## src/hdl/aht_pkg.sv

```systemverilog
package aht_pkg;

  localparam int MAX_SLOTS_DEF = 256;
  localparam int KEY_W         = 32;
  localparam int ORDER_W       = 8;
  localparam int TSIZE_W       = 9;
  localparam int COUNT_W       = 9;
  localparam int STATUS_W      = 3;
  localparam logic [TSIZE_W-1:0] TSIZE_RST = 9'd256;

  // remainder unit: bits of the address folded in per cycle
  localparam int MOD_BITS  = 4;
  localparam int MOD_STEPS = KEY_W / MOD_BITS;
  localparam int MOD_CNT_W = $clog2(MOD_STEPS);

  localparam logic ACT_INSERT = 1'b0;
  localparam logic ACT_LOOKUP = 1'b1;

  typedef enum logic [STATUS_W-1:0] {
    ST_OK       = 3'd0,
    ST_FULL     = 3'd1,
    ST_DUP      = 3'd2,
    ST_NOTFOUND = 3'd3,
    ST_ZERO     = 3'd4
  } status_t;

  // controller -> datapath
  typedef struct packed {
    logic    clear_wr;
    logic    load;
    logic    mod_step;
    logic    rd_en;
    logic    ins_wr;
    logic    advance;
    logic    res_set;
    status_t res_code;
    logic    out_load;
  } aht_cmd_t;

  // datapath -> controller
  typedef struct packed {
    logic clear_last;
    logic addr_zero;
    logic tbl_full;
    logic is_lookup;
    logic key_empty;
    logic key_match;
    logic last_probe;
    logic out_busy;
  } aht_stat_t;

endpackage

```

## src/hdl/aht_ctrl.sv

```systemverilog
module aht_ctrl (
  input  logic               clk,
  input  logic               rst,
  input  logic               in_valid,
  output logic               in_ready,
  output aht_pkg::aht_cmd_t  cmd,
  input  aht_pkg::aht_stat_t stat
);
  import aht_pkg::*;

  localparam logic [MOD_CNT_W-1:0] MOD_LAST = MOD_CNT_W'(MOD_STEPS - 1);

  typedef enum logic [5:0] {
    S_CLEAR = 6'b000001,
    S_IDLE  = 6'b000010,
    S_MOD   = 6'b000100,
    S_READ  = 6'b001000,
    S_CHECK = 6'b010000,
    S_DONE  = 6'b100000
  } state_t;

  state_t               state, state_next;
  logic [MOD_CNT_W-1:0] mod_cnt, mod_cnt_next;

  always_comb begin
    cmd          = '0;
    state_next   = state;
    mod_cnt_next = mod_cnt;
    in_ready     = 1'b0;
    unique case (state)
      S_CLEAR: begin
        cmd.clear_wr = 1'b1;
        if (stat.clear_last) begin
          state_next = S_IDLE;
        end
      end
      S_IDLE: begin
        in_ready = 1'b1;
        if (in_valid) begin
          cmd.load     = 1'b1;
          mod_cnt_next = '0;
          state_next   = S_MOD;
        end
      end
      S_MOD: begin
        priority if (mod_cnt == '0 && stat.addr_zero) begin
          cmd.res_set  = 1'b1;
          cmd.res_code = stat.is_lookup ? ST_NOTFOUND : ST_ZERO;
          state_next   = S_DONE;
        end else if (mod_cnt == '0 && !stat.is_lookup && stat.tbl_full) begin
          cmd.res_set  = 1'b1;
          cmd.res_code = ST_FULL;
          state_next   = S_DONE;
        end else begin
          cmd.mod_step = 1'b1;
          if (mod_cnt == MOD_LAST) begin
            mod_cnt_next = '0;
            state_next   = S_READ;
          end else begin
            mod_cnt_next = mod_cnt + MOD_CNT_W'(1);
          end
        end
      end
      S_READ: begin
        cmd.rd_en  = 1'b1;
        state_next = S_CHECK;
      end
      S_CHECK: begin
        priority if (stat.key_empty) begin
          cmd.res_set  = 1'b1;
          cmd.res_code = stat.is_lookup ? ST_NOTFOUND : ST_OK;
          cmd.ins_wr   = !stat.is_lookup;
          state_next   = S_DONE;
        end else if (stat.key_match) begin
          cmd.res_set  = 1'b1;
          cmd.res_code = stat.is_lookup ? ST_OK : ST_DUP;
          state_next   = S_DONE;
        end else if (stat.last_probe) begin
          cmd.res_set  = 1'b1;
          cmd.res_code = stat.is_lookup ? ST_NOTFOUND : ST_FULL;
          state_next   = S_DONE;
        end else begin
          cmd.advance = 1'b1;
          state_next  = S_READ;
        end
      end
      S_DONE: begin
        if (!stat.out_busy) begin
          cmd.out_load = 1'b1;
          state_next   = S_IDLE;
        end
      end
      default: begin
        state_next = S_CLEAR;
      end
    endcase
  end

  always_ff @(posedge clk) begin
    if (rst) begin
      state   <= S_CLEAR;
      mod_cnt <= '0;
    end else begin
      state   <= state_next;
      mod_cnt <= mod_cnt_next;
    end
  end

  a_reset_blocks_input: assert property (@(posedge clk) rst |=> !in_ready)
    else $error("input taken right after reset");

  a_insert_only_free: assert property (@(posedge clk) disable iff (rst)
    cmd.ins_wr |-> (stat.key_empty && !stat.is_lookup && !stat.tbl_full))
    else $error("insert write into occupied slot or full table");

  a_hit_needs_match: assert property (@(posedge clk) disable iff (rst)
    (cmd.res_set && cmd.res_code == ST_OK && stat.is_lookup) |-> stat.key_match)
    else $error("lookup hit without key match");

  a_out_load_free: assert property (@(posedge clk) disable iff (rst)
    cmd.out_load |-> !stat.out_busy)
    else $error("result register overwritten");

endmodule

```

## config.mk

```make
export PLATFORM = sky130hd
export DESIGN_NAME = aht_ctrl
export DESIGN_NICKNAME = d
export VERILOG_FILES = /design/src/hdl/aht_pkg.sv /design/src/hdl/aht_ctrl.sv
export SDC_FILE = /design/constraint.sdc
export NUM_CORES = 1
export LEC_CHECK = 0
export BUFFER_PORTS_ARGS = -buffer_cell sky130_fd_sc_hd__buf_2
export CORE_MARGIN = 2
export CORE_UTILIZATION = 43
export CTS_CLUSTER_SIZE = 12
export DETAILED_ROUTE_END_ITERATION = 8
export PLACE_DENSITY = 0.73
export SYNTH_ARGS = -nofsm -noshare
export SYNTH_HDL_FRONTEND = slang
export SYNTH_SLANG_ARGS = --single-unit
export TNS_END_PERCENT = 1
```

## constraint.sdc

```tcl
create_clock -name clk -period 1.8 [get_ports clk]
set_input_delay 0 -clock clk [delete_from_list [all_inputs] [get_ports clk]]
set_output_delay 0 -clock clk [all_outputs]
set_load 0.02 [all_outputs]
```

==> flow_metrics.env <==
export IMPL_status="complete, but fails checks"
export IMPL_violations="setup timing"
export IMPL_wl_um=2050
export IMPL_core_um2=1470
export IMPL_cts_tree="yes"
export IMPL_relSlewSlack_pct=68.9
export IMPL_fin_crit_ns=2.13
export IMPL_vias=786
export IMPL_power_leakage_nw=0.450
export IMPL_drc=0
export IMPL_post_drt_wl_per_cell_um=15.2
export IMPL_p_per_area_nw_per_um2=779
export IMPL_path_max_fanout=5
export IMPL_synth_area_um2=659
export IMPL_clkPwrFrac_pct=21.4
export IMPL_viasPerCell=5.82
export IMPL_slew_violations=0
export IMPL_grt_pass1_vias=740
export IMPL_intPower_mw=0.497
export IMPL_antenna_found_initial=0
export IMPL_synth_seq_cells=9
export IMPL_vdd_drop_max_v=0.000660
export IMPL_max_freq_mhz=469
export IMPL_fin_ws_ns=-0.331
export IMPL_synth_most_common_cell="dfxtp_1"
export IMPL_timing_hold_ws_ns=0.148
export IMPL_grt_ovfl_total=0
export IMPL_critPathLaunchType="flip-flop"
export IMPL_dieHeight_um=43.2
export IMPL_hpwl_um=1470
export IMPL_synth_edf_count=0
export IMPL_ys_top_cells_by_area="dfxtp_1 (27%), ha_1 (5.7%), nor3b_1 (5.7%), a21oi_1 (5.3%), nor2b_1 (3.8%)"
export IMPL_fillCellCount=121
export IMPL_initialDrtViolationCount=37
export IMPL_max_cap_viol_count=0
export IMPL_synth_ff_type="dfxtp_1"
export IMPL_ant_nets=0
export IMPL_postLayoutCellArea_um2=1030
export IMPL_gp_congestion=0.799
export IMPL_regArea_um2=181
export IMPL_post_dp_cell_area_um2=890
export IMPL_synth_nets=95
export IMPL_tightest_slew_ns=0.463
export IMPL_switching_share_pct=38.0
export IMPL_power_switching_mw=0.304
export IMPL_cts_htree_levels=1
export IMPL_rrSetupSlack_ns=-0.13
export IMPL_start_util_pct=44.8
export IMPL_numClockSinks=9
export IMPL_area_growth_pct=56.0
export IMPL_grtUsageTotal_pct=24.5
export IMPL_drive_above_1_share_pct=47.9
export IMPL_yosysSeqAreaShare_pct=27.3
export IMPL_synth_distinct_cells=37
export IMPL_clkSlewWorstSetupHoldPaths_ns=0.07
export IMPL_ys_async_sr_fraction_pct=0
export IMPL_grt_max_degree=9
export IMPL_comb_power_share_pct=49.0
export IMPL_grt_pass1_wl_um=3300
export IMPL_timing_final_hold_violations=0
export IMPL_syn_avg_cell_area_um2=8.14
export IMPL_cp_end_kind="output port"
export IMPL_numCtsBuffers=3
export IMPL_clock_skew_final_ns=0.00219
export IMPL_synth_top_cell_area_share_pct=27.3
export IMPL_fin_tns_setup_ns=-2.26
export IMPL_multi_input_area_um2=539
export IMPL_num_rows=14
export IMPL_synth_largest_area_cell="dfxtp_1"
export IMPL_io_pins=23
export IMPL_ctsLongestPathBuffers=2
export IMPL_critical_path_class="flip-flop to output port"
export IMPL_clk_latency_ns=0.27
export IMPL_synthCells=81
export IMPL_synth_commonest_cells="dfxtp_1 (9), a21oi_1 (7), inv_1 (5), nand2_1 (5), nor3b_1 (5)"
export IMPL_clockRootBuffer="clkbuf_4"
export IMPL_die_area_um2=1860
export IMPL_nets=134
export IMPL_power_total_mw=0.801
export IMPL_firstDrtPassIters=4
export IMPL_setup_violations=15
export IMPL_cp_arrival_ns=2.13
export IMPL_dieWidth_um=43.2
export IMPL_fin_crit_sh_pct=118
export IMPL_ys_warn_count=0
export IMPL_seqPwrFrac_pct=29.6
export IMPL_grt_setup_unrepaired="yes"
export IMPL_io_buffers=22
export IMPL_crit_required_ns=1.80
export IMPL_min_path_type="input port to flip-flop"
export IMPL_diodes=0
-- power groups by stage --
| stage | clock network [mW] | registers [mW] | logic, mW |
|---|---|---|---|
| 2_1_floorplan | 0 | 0.242 | 0.191 |
| 3_3_place_gp | 0 | 0.237 | 0.334 |
| 3_5_place_dp | 0 | 0.239 | 0.339 |
| 4_1_cts | 0.173 | 0.236 | 0.365 |
| 5_1_grt | 0.183 | 0.238 | 0.420 |
| 6_report | 0.171 | 0.237 | 0.392 |
-- what timing repair did --
item                                    4_1_cts  5_1_grt
hold buffers                                  1        0
pin swaps                                     5        2
setup buffers                                 1        0
cloned                                        0        0
endpoints found under the setup margin       16       17
gates resized for setup                      17        4
endpoints found under the hold margin         2        0
-- cells in the final DEF (no fill, tap or decap), types with 2 or more instances in the layout --
cell / synthesis / layout
a21oi_1: 7 / 7
buf_2: 1 / 15
buf_4: 0 / 18
buf_6: 0 / 2
clkbuf_4: 0 / 3
dfxtp_1: 9 / 8
ha_1: 3 / 3
inv_1: 5 / 5
nand2_1: 5 / 5
nand3_1: 2 / 2
nand3b_1: 3 / 3
nor2_1: 4 / 4
nor2b_1: 4 / 2
nor3_1: 4 / 3
nor3b_1: 5 / 3
nor3b_2: 0 / 2
o21ai_0: 3 / 3
or3b_4: 1 / 2
-- registers in the layout, indices dropped and copies added (netlist names) --
name,cells
mod_cnt,3
state,6
-- path summary, 6_finish.rpt --
kind / startpoint / to / cells past startpoint
worst max-delay path: state[0]$_SDFFE_PP1P_ / cmd[1] / 5
worst min register to register: mod_cnt[2]$_SDFFE_PP0P_ / mod_cnt[2]$_SDFFE_PP0P_ / 2
worst min-delay path: stat[0] / state[3]$_SDFFE_PP0P_ / 3
worst max register to register: state[0]$_SDFFE_PP1P_ / mod_cnt[2]$_SDFFE_PP0P_ / 6
-- stage by stage --
stage | worst slack (ns) | instances | utilization, %
2_1_floorplan | -0.149 | 81 | -
5_1_grt | -0.380 | 135 | 69.9
6_report | -0.331 | 135 | 69.9
3_3_place_gp | -0.0753 | 129 | 60.5
3_5_place_dp | -0.128 | 129 | 60.5
4_1_cts | -0.351 | 135 | 68.8
-- metal layers --
metal,routed length (µm),global-route usage [%],up-vias
met3,132,8.09,4
met5,0,0,-
met4,28,13.9,0
met1,802,27.6,368
met2,1080,40.0,34
li1,-,-,380
-- critical path: stages, from the launching register on --
cell     delay [ns]
dfxtp_2        0.33
or4_4          0.53
or3b_4         0.42
or2_4          0.27
o22ai_4        0.16
buf_6          0.14
-- area by class of cell --
cell class	count	area share [%]
multi-input cells	65	52.4
repair buffers	36	23.6
flip-flops and latches	9	17.6
clock buffers	4	2.55
well taps	16	1.95
inverters	5	1.82
-- kinds of logic (layout without fill, tap and decap cells) --
| group | Yosys count | after routing | share of synthesized area [%] |
|---|---|---|---|
| AND/OR/NAND/NOR | 42 | 42 | 42.5 |
| buffers and inverters | 7 | 45 | 4.36 |
| AO/OA/AOI/OAI | 19 | 19 | 18.8 |
| adder cells (fa/ha/maj) | 3 | 3 | 5.69 |
| XOR/XNOR | 1 | 1 | 1.33 |
| flip-flops | 9 | 9 | 27.3 |
(Power assumes the default switching activity.)
